### src/l2lsf_pkg.sv
// Shared types and constants for the learning switch forwarding block.
// No dependencies; imported by the table memory and the top level.
`timescale 1ns / 1ps
`default_nettype none

package l2lsf_pkg;

   localparam int MAC_W       = 48;
   localparam int NODE_W      = 2;
   localparam int EGRESS_W    = 4;
   localparam int LINK_W      = 16;
   localparam int LINK_IDX_W  = 4;
   localparam int GROUP_BIT   = 40;

   localparam logic [MAC_W-1:0]  BCAST_MAC  = {MAC_W{1'b1}};
   localparam logic [LINK_W-1:0] LINK_RESET = 16'h7BDE;

   typedef struct packed {
      logic [MAC_W-1:0]  mac;
      logic [NODE_W-1:0] node;
   } entry_type;

endpackage

`default_nettype wire

### src/l2lsf_table.sv
// Address table storage: one write port, one registered read port.
// Depends on l2lsf_pkg for the entry layout.
`timescale 1ns / 1ps
`default_nettype none

module l2lsf_table #(
   parameter int ENTRIES = 64,
   parameter int AW      = 6
) (
   input  wire                     clock,
   input  wire                     rd_en,
   input  wire  [AW-1:0]           rd_addr,
   output l2lsf_pkg::entry_type    rd_data,
   input  wire                     wr_en,
   input  wire  [AW-1:0]           wr_addr,
   input  l2lsf_pkg::entry_type    wr_data
);
   import l2lsf_pkg::*;

   entry_type mem_ff [ENTRIES];
   entry_type rd_data_ff;

   always_ff @(posedge clock) begin
      if (wr_en) begin
         mem_ff[wr_addr] <= wr_data;
      end
      if (rd_en) begin
         rd_data_ff <= mem_ff[rd_addr];
      end
   end

   assign rd_data = rd_data_ff;

endmodule

`default_nettype wire

### src/l2_learning_switch_forward.sv
// Top level of the learning switch forwarding block: control, scan and decision.
// Depends on l2lsf_pkg and l2lsf_table.
`timescale 1ns / 1ps
`default_nettype none

// A frame header is taken when start is high and busy is low. The block then
// walks the learned addresses through the single read port of the table, one
// entry a cycle, matching source and destination together, and writes the
// learned source back in a final cycle. Busy stays high through the scan and
// the finishing state, so no new header is taken until it drops; the result
// appears in the first cycle with busy low, on rsp_valid for exactly one cycle.
// The receiver cannot stall: a result not taken in that cycle is lost. Learned
// entries fill the table from the bottom and are never removed, so a fill count
// marks which entries hold addresses and no clearing pass is needed after reset.
// link_mask is written through the csr_ channel, which is always ready; write it
// only while the block is idle.
module l2_learning_switch_forward #(
   parameter int NODES         = 4,
   parameter int TABLE_ENTRIES = 64
) (
   input  wire                                 clock,
   input  wire                                 reset,
   input  wire                                 start,
   output logic                                busy,
   input  wire  [l2lsf_pkg::NODE_W-1:0]        req_ingress_node,
   input  wire  [l2lsf_pkg::MAC_W-1:0]         req_src_mac,
   input  wire  [l2lsf_pkg::MAC_W-1:0]         req_dst_mac,
   output logic                                rsp_valid,
   output logic [l2lsf_pkg::EGRESS_W-1:0]      rsp_egress_mask,
   output logic                                rsp_flooded,
   output logic                                rsp_learn_failed,
   input  wire                                 csr_valid,
   output logic                                csr_ready,
   input  wire  [l2lsf_pkg::LINK_W-1:0]        csr_data
);
   import l2lsf_pkg::*;

   localparam int AW = (TABLE_ENTRIES > 1) ? $clog2(TABLE_ENTRIES) : 1;
   localparam int CW = $clog2(TABLE_ENTRIES + 1);

   localparam logic [1:0] ST_IDLE = 2'd0;
   localparam logic [1:0] ST_SCAN = 2'd1;
   localparam logic [1:0] ST_DONE = 2'd2;

   function automatic logic link_ok(input logic [LINK_W-1:0] mask,
                                    input logic [NODE_W-1:0] from,
                                    input int to);
      int lpos;
      lpos = int'(from) * NODES + to;
      return (int'(from) < NODES) && (to < NODES) && (lpos < LINK_W) &&
             mask[lpos[LINK_IDX_W-1:0]];
   endfunction

   logic [1:0]            state_ff, state_in;
   logic [CW-1:0]         count_ff, count_in;
   logic [CW-1:0]         scan_ff, scan_in;
   logic                  rd_vld_ff, rd_vld_in;
   logic [AW-1:0]         rd_idx_ff, rd_idx_in;
   logic [LINK_W-1:0]     link_mask_ff;

   logic [NODE_W-1:0]     ingress_ff;
   logic [MAC_W-1:0]      src_ff, dst_ff;

   logic                  src_found_ff, src_found_in;
   logic [AW-1:0]         src_idx_ff, src_idx_in;
   logic                  dst_found_ff, dst_found_in;
   logic [NODE_W-1:0]     dst_node_ff, dst_node_in;

   logic                  rsp_valid_ff, rsp_valid_in;
   logic [EGRESS_W-1:0]   egress_ff, egress_in;
   logic                  flooded_ff, flooded_in;
   logic                  failed_ff, failed_in;

   logic                  accept;
   logic                  rd_en;
   entry_type             rd_data;
   logic                  wr_en;
   logic [AW-1:0]         wr_addr;
   entry_type             wr_data;

   assign accept    = start && (state_ff == ST_IDLE);
   assign busy      = (state_ff != ST_IDLE);
   assign csr_ready = 1'b1;

   l2lsf_table #(
      .ENTRIES (TABLE_ENTRIES),
      .AW      (AW)
   ) u_table (
      .clock   (clock),
      .rd_en   (rd_en),
      .rd_addr (scan_ff[AW-1:0]),
      .rd_data (rd_data),
      .wr_en   (wr_en),
      .wr_addr (wr_addr),
      .wr_data (wr_data)
   );

   always_comb begin
      logic                learn;
      logic [EGRESS_W-1:0] flood_mask;
      logic [NODE_W-1:0]   target;
      logic                known;
      state_in     = state_ff;
      count_in     = count_ff;
      scan_in      = scan_ff;
      rd_en        = 1'b0;
      rd_vld_in    = 1'b0;
      rd_idx_in    = scan_ff[AW-1:0];
      src_found_in = src_found_ff;
      src_idx_in   = src_idx_ff;
      dst_found_in = dst_found_ff;
      dst_node_in  = dst_node_ff;
      rsp_valid_in = 1'b0;
      egress_in    = egress_ff;
      flooded_in   = flooded_ff;
      failed_in    = failed_ff;
      wr_en        = 1'b0;
      wr_addr      = src_idx_ff;
      wr_data      = '{mac: src_ff, node: ingress_ff};
      learn        = 1'b0;
      target       = dst_node_ff;
      known        = 1'b0;

      for (int i = 0; i < EGRESS_W; i++) begin
         flood_mask[i] = (i != int'(ingress_ff)) && link_ok(link_mask_ff, ingress_ff, i);
      end

      // fold in the entry read in the previous cycle
      if (rd_vld_ff) begin
         if (rd_data.mac == src_ff) begin
            src_found_in = 1'b1;
            src_idx_in   = rd_idx_ff;
         end
         if (rd_data.mac == dst_ff) begin
            dst_found_in = 1'b1;
            dst_node_in  = rd_data.node;
         end
      end

      case (state_ff)
         ST_IDLE: begin
            if (accept) begin
               state_in     = ST_SCAN;
               scan_in      = '0;
               src_found_in = 1'b0;
               dst_found_in = 1'b0;
            end
         end
         ST_SCAN: begin
            if (scan_ff < count_ff) begin
               rd_en     = 1'b1;
               rd_vld_in = 1'b1;
               scan_in   = scan_ff + CW'(1);
            end else begin
               state_in = ST_DONE;
            end
         end
         ST_DONE: begin
            state_in  = ST_IDLE;
            failed_in = 1'b0;
            if (src_ff != BCAST_MAC) begin
               if (src_found_ff) begin
                  wr_en = 1'b1;
                  learn = 1'b1;
               end else if (count_ff < CW'(TABLE_ENTRIES)) begin
                  wr_en    = 1'b1;
                  wr_addr  = count_ff[AW-1:0];
                  count_in = count_ff + CW'(1);
                  learn    = 1'b1;
               end else begin
                  failed_in = 1'b1;
               end
            end
            // a destination equal to the source just learned sits on the ingress node
            if (learn && (dst_ff == src_ff)) begin
               known  = 1'b1;
               target = ingress_ff;
            end else if (dst_found_ff) begin
               known  = 1'b1;
               target = dst_node_ff;
            end
            rsp_valid_in = 1'b1;
            if (dst_ff[GROUP_BIT] || !known) begin
               egress_in  = flood_mask;
               flooded_in = 1'b1;
            end else begin
               flooded_in = 1'b0;
               egress_in  = '0;
               if ((target != ingress_ff) && link_ok(link_mask_ff, ingress_ff, int'(target))) begin
                  egress_in = EGRESS_W'(1) << target;
               end
            end
         end
         default: begin
            state_in = ST_IDLE;
         end
      endcase
   end

   always_ff @(posedge clock) begin
      if (reset) begin
         state_ff     <= ST_IDLE;
         count_ff     <= '0;
         rd_vld_ff    <= 1'b0;
         rsp_valid_ff <= 1'b0;
         link_mask_ff <= LINK_RESET;
      end else begin
         state_ff     <= state_in;
         count_ff     <= count_in;
         rd_vld_ff    <= rd_vld_in;
         rsp_valid_ff <= rsp_valid_in;
         if (csr_valid && csr_ready) begin
            link_mask_ff <= csr_data;
         end
      end
   end

   always_ff @(posedge clock) begin
      scan_ff      <= scan_in;
      rd_idx_ff    <= rd_idx_in;
      src_found_ff <= src_found_in;
      src_idx_ff   <= src_idx_in;
      dst_found_ff <= dst_found_in;
      dst_node_ff  <= dst_node_in;
      egress_ff    <= egress_in;
      flooded_ff   <= flooded_in;
      failed_ff    <= failed_in;
      if (accept) begin
         ingress_ff <= req_ingress_node;
         src_ff     <= req_src_mac;
         dst_ff     <= req_dst_mac;
      end
   end

   assign rsp_valid        = rsp_valid_ff;
   assign rsp_egress_mask  = egress_ff;
   assign rsp_flooded      = flooded_ff;
   assign rsp_learn_failed = failed_ff;

`ifndef ASSERT_OFF
   a_count_bound: assert property (@(posedge clock) disable iff (reset)
      count_ff <= CW'(TABLE_ENTRIES))
      else $error("fill count beyond table size");

   a_rsp_after_done: assert property (@(posedge clock) disable iff (reset)
      rsp_valid_ff |-> $past(state_ff == ST_DONE))
      else $error("result beat without a finishing cycle");

   a_accept_scan: assert property (@(posedge clock) disable iff (reset)
      accept |=> (state_ff == ST_SCAN))
      else $error("accepted header did not start a scan");

   a_fail_full: assert property (@(posedge clock) disable iff (reset)
      (rsp_valid_ff && failed_ff) |-> (count_ff == CW'(TABLE_ENTRIES)))
      else $error("learn failure with free entries left");

   a_write_no_read: assert property (@(posedge clock) disable iff (reset)
      wr_en |-> (!rd_en && !rd_vld_ff))
      else $error("table write overlaps a scan read");
`endif

endmodule

`default_nettype wire

### config.mk
export PLATFORM = sky130hd
export DESIGN_NAME = l2_learning_switch_forward
export DESIGN_NICKNAME = d
export VERILOG_FILES = /design/src/l2lsf_pkg.sv /design/src/l2lsf_table.sv /design/src/l2_learning_switch_forward.sv
export SDC_FILE = /design/constraint.sdc
export NUM_CORES = 2
export LEC_CHECK = 0
export BUFFER_PORTS_ARGS = -buffer_cell sky130_fd_sc_hd__clkbuf_2
export CELL_PAD_IN_SITES_DETAIL_PLACEMENT = 2
export CELL_PAD_IN_SITES_GLOBAL_PLACEMENT = 2
export CORE_ASPECT_RATIO = 0.8
export CORE_MARGIN = 2
export CORE_UTILIZATION = 35
export CTS_CLUSTER_DIAMETER = 200
export DETAILED_ROUTE_END_ITERATION = 8
export PLACE_DENSITY = 0.71
export RECOVER_POWER = 50
export REMOVE_ABC_BUFFERS = 1
export SETUP_SLACK_MARGIN = 0.1
export SLEW_MARGIN = 20
export SYNTH_ARGS = -nofsm -noshare
export SYNTH_HDL_FRONTEND = slang
export SYNTH_SLANG_ARGS = --single-unit
### constraint.sdc
create_clock -name clock -period 6.1 [get_ports clock]
set_input_delay 0.305 -clock clock [delete_from_list [all_inputs] [get_ports clock]]
set_output_delay 0.305 -clock clock [all_outputs]
set_load 0.1 [all_outputs]
-- Yosys cells after proc, flatten, opt, wreduce, memory -nomap -nowiden
Memories as Yosys holds them, arrays and structs flattened. A register that Yosys moved wholly into a read port is not among the register bits.
Index checks and enable logic that the tools add are counted.
W data, S select, Z words.
- register bits after elaboration: 154
- RAM bits: 3200
- input port bits: 118
- output and inout bits: 9
- word-level logic and storage cells: 123
- memories kept: 1
- $add $sub $neg: 6
- order comparisons: 12
- equal/unequal tests: 13
- shift operators: 1
- multiplexer cells: 47
- bitwise operators: 2
- reductions and logical operators: 24
- memories (memory ; words ; bits a word ; rd ports ; clocked after Yosys merged registers in ; write ports ; line ; text):
    u_table.mem_ff ; 64 ; 50 ; 1 ; 1 ; 1 ; l2lsf_table.sv:20 ; entry_type mem_ff [ENTRIES];
- operators with widths (kind ; count):
    $eq A48 B48 Y1 ; 3
    $ne A48 B48 Y1 const B ; 1
    $lt A4 B5 Y1 const B ; 6
    $mux W1 ; 28
    $mux W6 ; 4
    $lt A5 B5 Y1 const B ; 4
    $bmux W1 S4 ; 4
    $add A7 B1 Y7 const B ; 2
    $mux W7 ; 2
    $pmux W7 S2 ; 1
    $logic_and A1 B1 Y1 ; 12
    $add A4 B2 Y5 const B ; 2
    $mux W2 ; 4
    $mux W4 ; 2
    $lt A7 B7 Y1 ; 1
    $lt A7 B7 Y1 const B ; 1
    $ne A2 B2 Y1 const B ; 3
    $reduce_and A2 Y1 ; 3
    $reduce_bool A2 Y1 ; 3
    $add A4 B1 Y5 const B ; 1
    $add A4 B2 Y5 ; 1
    $ne A2 B2 Y1 const A ; 2
    $pmux W2 S2 ; 1
    $reduce_and A4 Y1 ; 1
    other kinds (12) ; 13

-- Logic depth before layout (Yosys ltp)
- depth in word-level cells: 15
- mapped depth: 9
- mapped depth without buffers: 8

-- By module
From an unflattened synthesis, not the netlist that was laid out.
- cells, all modules: 5992
- area, all modules: 130651.6 sq um
- modules (own cells, without submodules) (module ; instances ; cells an instance ; area an instance (sq um) ; sequential area each (sq um)):
    l2lsf_table ; 1 ; 5457 ; 123450.9 ; 97593.6
    l2_learning_switch_forward ; 1 ; 535 ; 7200.7 ; 4234.1

-- Least setup slack after synthesis
No wires, ideal clock.
- kind: register -> register
- from: register src_ff[46]
- to: memory u_table.mem_ff[13][0] in the netlist's numbering (enable)
- setup time: 0.519 ns
- arrival time: 6.207 ns
- data required time: 5.581 ns
- setup slack: -0.626 ns
- cell stages (with the launch flop): 10
- buffers on the path: 2
- clock period less this slack: 6.726 ns
- path through: edfxtp_1 > nand4_1 > nor4_1 > nand3_1 > nand3_1 > buf_2 > buf_2 > mux2i_1 > nand2_1 > nor3_1
- cells in the longest elaborated chain, start to end: 5
- elaborated cells on any way between the ends: 7
- classes of those cells: eq/ne: 1; mux: 6
- ends and longest elaborated chain (item ; line ; text):
    start, declared ; l2_learning_switch_forward.sv:62 ; logic [MAC_W-1:0] src_ff, dst_ff;
    start signal, assigned ; l2_learning_switch_forward.sv:230 ; src_ff <= req_src_mac;
    $ne A48 B48 Y1 (*) ; l2_learning_switch_forward.sv:161 ; if (src_ff != BCAST_MAC) begin
    $mux W1 ; l2_learning_switch_forward.sv:161 ;
    $mux W1 ; l2_learning_switch_forward.sv:140 ; case (state_ff)
    $mux W1 ; l2lsf_table.sv:24 ; if (wr_en) begin
    $mux W1 (not written as such) ; l2lsf_table.sv:25 ; mem_ff[wr_addr] <= wr_data;
    end, declared ; l2lsf_table.sv:20 ;
Every way passes the cells marked *; elsewhere a longest branch is shown, timed or not.

-- Worst setup path after layout
- from: register src_ff[13]
- to: register egress_ff[2] (netlist: rsp_egress_mask[2]), data pin
- cells in the longest elaborated chain, start to end: 13
- elaborated cells on any way between the ends: 21
- classes of those cells: add/sub: 1; order compare: 1; eq/ne: 3; shift: 1; mux: 10; reduce/logical: 5
- ends and longest elaborated chain (item ; line ; text):
    $ne A48 B48 Y1 ; l2_learning_switch_forward.sv:161 ;
    $mux W1 ; l2_learning_switch_forward.sv:161 ;
    $mux W1 ; l2_learning_switch_forward.sv:140 ;
    $logic_and A1 B1 Y1 (*) ; l2_learning_switch_forward.sv:175 ; if (learn && (dst_ff == src_ff)) begin
    $mux W2 ; l2_learning_switch_forward.sv:175 ;
    $mux W2 ; l2_learning_switch_forward.sv:140 ;
    $add A4 B2 Y5 ; l2_learning_switch_forward.sv:49 ; lpos = int'(from) * NODES + to;
    $bmux W1 S4 ; l2_learning_switch_forward.sv:51 ; mask[lpos[LINK_IDX_W-1:0]];
    $mux W1 (not written as such) ; l2_learning_switch_forward.sv:51 ;
    $logic_and A1 B1 Y1 ; l2_learning_switch_forward.sv:50 ; return (int'(from) < NODES) && (to < NODES) && (lpos < LINK_W) &&
    $logic_and A1 B1 Y1 ; l2_learning_switch_forward.sv:189 ; if ((target != ingress_ff) && link_ok(link_mask_ff, ingress_ff, int'(target))) begin
    $mux W4 ; l2_learning_switch_forward.sv:189 ;
    $mux W4 (*) ; l2_learning_switch_forward.sv:183 ; if (dst_ff[GROUP_BIT] || !known) begin
    end signal, assigned ; l2_learning_switch_forward.sv:225 ; egress_ff <= egress_in;
    end, declared ; l2_learning_switch_forward.sv:70 ; logic [EGRESS_W-1:0] egress_ff, egress_in;
Every way passes the cells marked *; elsewhere a longest branch is shown, timed or not. The select of a mux whose other input is x is not followed.
A chain may end at the register's enable or synchronous reset.

==> results.json <==
{
  "vias": 67200,
  "final_nets": 6026,
  "cts_max_level": 5,
  "insertion_delay_ps": 1040,
  "drt_iter0_markers": 10800,
  "place_ws_ps": 775,
  "nFillCells": 33900,
  "max_freq_ghz": 0.171,
  "dr.pass1.iters": 6,
  "ant_nets": 0,
  "die_w_um": 686,
  "yosysSeqAreaShare_pct": 78.3,
  "start_util_pct": 35.1,
  "cts_buffers": 349,
  "final-hold-violation-count": 0,
  "intPower_mw": 41.3,
  "via_per_inst": 6.02,
  "grt_max_degree": 142,
  "slowest_stage": "clkbuf_1",
  "cp.arrival_ps": 6510,
  "synthFlopType": "edfxtp_1",
  "fin_crit_ps": 5840,
  "yosys-top-cells-area": "edfxtp_1 78%, mux4_2 18%, xor2_1 0.67%, dfxtp_1 0.52%, clkbuf_1 0.38%",
  "worstPathMaxFanout": 66,
  "tns_ps": 0,
  "antenna_found_initial": 48,
  "p_sw_mw": 14.3,
  "dp_hpwl_um": 267000,
  "yosysUniqueCellTypes": 48,
  "cts_setup_buffers": 0,
  "relSlewSlack_pct": -166,
  "pwr-share-seq_pct": 47.5,
  "reg2reg_depth": 7,
  "worstSetupEndpointType": "register",
  "max_stage_delay_ps": 2340,
  "portBuffers": 124,
  "async_flop_share_pct": 0,
  "fin_crit_sh_pct": 95.7,
  "path_clk_slew_ps": 90,
  "syn_area_um2": 130000,
  "maxCapViolCount": 17,
  "grt_pass1_vias": 70000,
  "startpoint": "src_ff[13]",
  "cellPowerDensity_nw_per_um2": 366,
  "syn2layout_area_growth_pct": 16.5,
  "coreArea_um2": 371000,
  "num_rows": 200,
  "setup_slack_ps": 264,
  "drt-total-wl_um": 479000,
  "tightest_slew_ps": 4000,
  "yosys_warnings": 0,
  "finalSetupViolCount": 0,
  "hp-class": "in -> reg",
  "skew_ps": 77.1,
  "yosys.area.top_type": "edfxtp_1",
  "leakage_nw": 46.2,
  "maxSlewViolCount": 888,
  "clock_path_buffers": 4,
  "numClockSinks": 3403,
  "cts_tree": "built",
  "p_clk_share_pct": 40.2,
  "io_pins": 127,
  "avgSynthCellArea_um2": 24.7,
  "wl_per_cell_um": 42.9,
  "grt_first_pass_wirelength_um": 643000,
  "timing.rr.end": "rsp_egress_mask[2]",
  "synth-edff-count": 3369,
  "power_frac_comb_pct": 12.3,
  "fin_util_pct": 40.9,
  "p_sw_share_pct": 25.7,
  "crit_type": "reg -> reg",
  "peakVddDrop_mv": 0.270,
  "grtUsageTotal_pct": 25.1,
  "clockRootBuffer": "clkbuf_16",
  "timing.rr.start": "src_ff[13]",
  "endpoint": "rsp_egress_mask[2]",
  "ys_ff_latch": 3403,
  "drive_gt1_share_pct": 31.4,
  "gr-total-overflow": 0,
  "outcome": "finished, violations left",
  "synth_top_area_share_pct": 77.8,
  "drc": 0,
  "cp-start-kind": "register",
  "rsz0062_at_grt": "no",
  "dieArea_um2": 377000,
  "postSynthCellCount": 5276,
  "crit_chain": "clkbuf_1 -> xnor2_1 -> nand4_1 -> nor4_2 -> nand3_1 -> a21oi_1 -> o32ai_1",
  "violations": "max-capacitance violations, max-slew violations",
  "fp.dieH_um": 549,
  "crit_required_ps": 6780,
  "r2r_slack_ps": 260,
  "place_congestion": 0.843
}
## critical path, delay by kind of cell (launching register included)
family                    cells  cell delay [ps]
AOI/OAI and AO/OA             2              800
buffers and inverters         1             2340
DFF                           1              360
xor gates and xnor gates      1              250
and+or+nand+nor               3             1730
## worst min path at each step
stage                                from       endpoint  slack, ps  cells past startpoint
final                      req_dst_mac[8]      dst_ff[8]          8                      2
after global routing      req_dst_mac[14]     dst_ff[14]          7                      2
after CTS                 req_dst_mac[39]     dst_ff[39]        0.1                      2
after detailed placement     rd_idx_ff[1]  src_idx_ff[1]        390                      0
after global placement       rd_idx_ff[0]  src_idx_ff[0]        390                      0
after floorplan                     reset    count_ff[3]        370                      1
## power groups by stage
stage / clock network [mW] / logic (mW) / registers [mW]
6_report: 22.3 / 6.82 / 26.4
5_1_grt: 23.2 / 7.06 / 26.3
4_1_cts: 22.5 / 6.80 / 26.3
3_5_place_dp: 0 / 6.61 / 26.8
3_3_place_gp: 0 / 6.30 / 26.8
2_1_floorplan: 0 / 6.37 / 27.7
## metal layers
metal / vias up / global-route usage (%) / share of wire (%)
met5: - / 0 / 0.023
met4: 16 / 11.5 / 4.9
met3: 951 / 5.50 / 9.3
met2: 4539 / 40.5 / 48
met1: 37500 / 32.7 / 38
li1: 24200 / - / -
## stage by stage
stage	instances	hold slack (ps)	instance area [um2]	total power, mW
floorplan	5015	374	129000	34.0
global placement	10300	388	139000	33.1
detailed placement	10300	392	139000	33.4
CTS	11100	0.110	152000	55.7
global route	11100	6.54	152000	56.6
finish	11200	7.65	152000	55.5
## placed cells by master, fill, tap and decap left out, drive strengths merged, types with 28 or more instances in the layout
cell type    instances
nor2                51
nand4               28
xnor2               48
clkinv             134
inv                 43
clkbuf             567
nor4                31
diode               35
dfxtp               34
mux4              1026
dlygate4sd3        147
xor2                99
edfxtp            3369
o21ai               29
buf                247
bufinv              36
nand2               52
nor3                59
mux2i               45
mux2                29
## timing repair
item                                   4_1_cts  5_1_grt
endpoints found under the hold margin      123        0
gates resized for setup                      0        0
hold buffers                               147        0
## registers in the layout, indices dropped and copies added, names as in the netlist, 2 cells and up
signal           flops
u_table.mem_ff    3200
u_table.rd_data     50
dst_ff              48
src_ff              48
link_mask_ff        15
count_ff             7
scan_ff              7
rd_idx_ff            6
src_idx_ff           6
rsp_egress_mask      4
dst_node_ff          2
ingress_ff           2
state_ff             2
## Yosys cell counts (3+ instances only)
cell and instances:
edfxtp_1 3369, mux4_2 1026, clkbuf_1 130, xor2_1 99, buf_2 75, nor3_1 59
nand2_1 52, nor2_1 51, xnor2_1 48, mux2i_1 45, buf_1 37, dfxtp_1 34
nor4_1 31, mux2_2 29, nand4_1 28, inv_1 26, o21ai_1 26, buf_4 18
a21oi_1 10, nand3_1 10, nor2b_1 10, ha_1 8, a211o_1 6, nand2b_1 6
a21o_1 4, a22oi_1 4, a31oi_1 4, o22ai_1 4, o21ai_0 3, o32ai_1 3
## area by class of cell
cell class / instances / area [um2] / share of cell area, %
timing repair buffer: 534 / 4490 / 2.96
clock buffer: 427 / 9180 / 6.06
clock inverter: 208 / 2250 / 1.49
inverter: 26 / 97.6 / 0.0644
sequential: 3403 / 102000 / 67.2
antenna: 35 / 87.6 / 0.0578
tap: 4949 / 6190 / 4.08
multi-input combinational: 1586 / 27500 / 18.1
## cell families (layout without fill, tap and decap cells)
| kind of cell | Yosys count | after routing | share of synthesized area, % |
|---|---|---|---|
| compound gates | 76 | 76 | 0.369 |
| xor+xnor | 147 | 147 | 0.990 |
| fa+ha+maj | 8 | 8 | 0.0769 |
| buf+inv | 287 | 1195 | 0.958 |
| flops | 3403 | 3403 | 78.3 |
| mux | 1100 | 1100 | 18.4 |
| other cells | 1 | 36 | 0.00288 |
| simple gates | 254 | 254 | 0.960 |
Power figures use the tool's default switching activity.
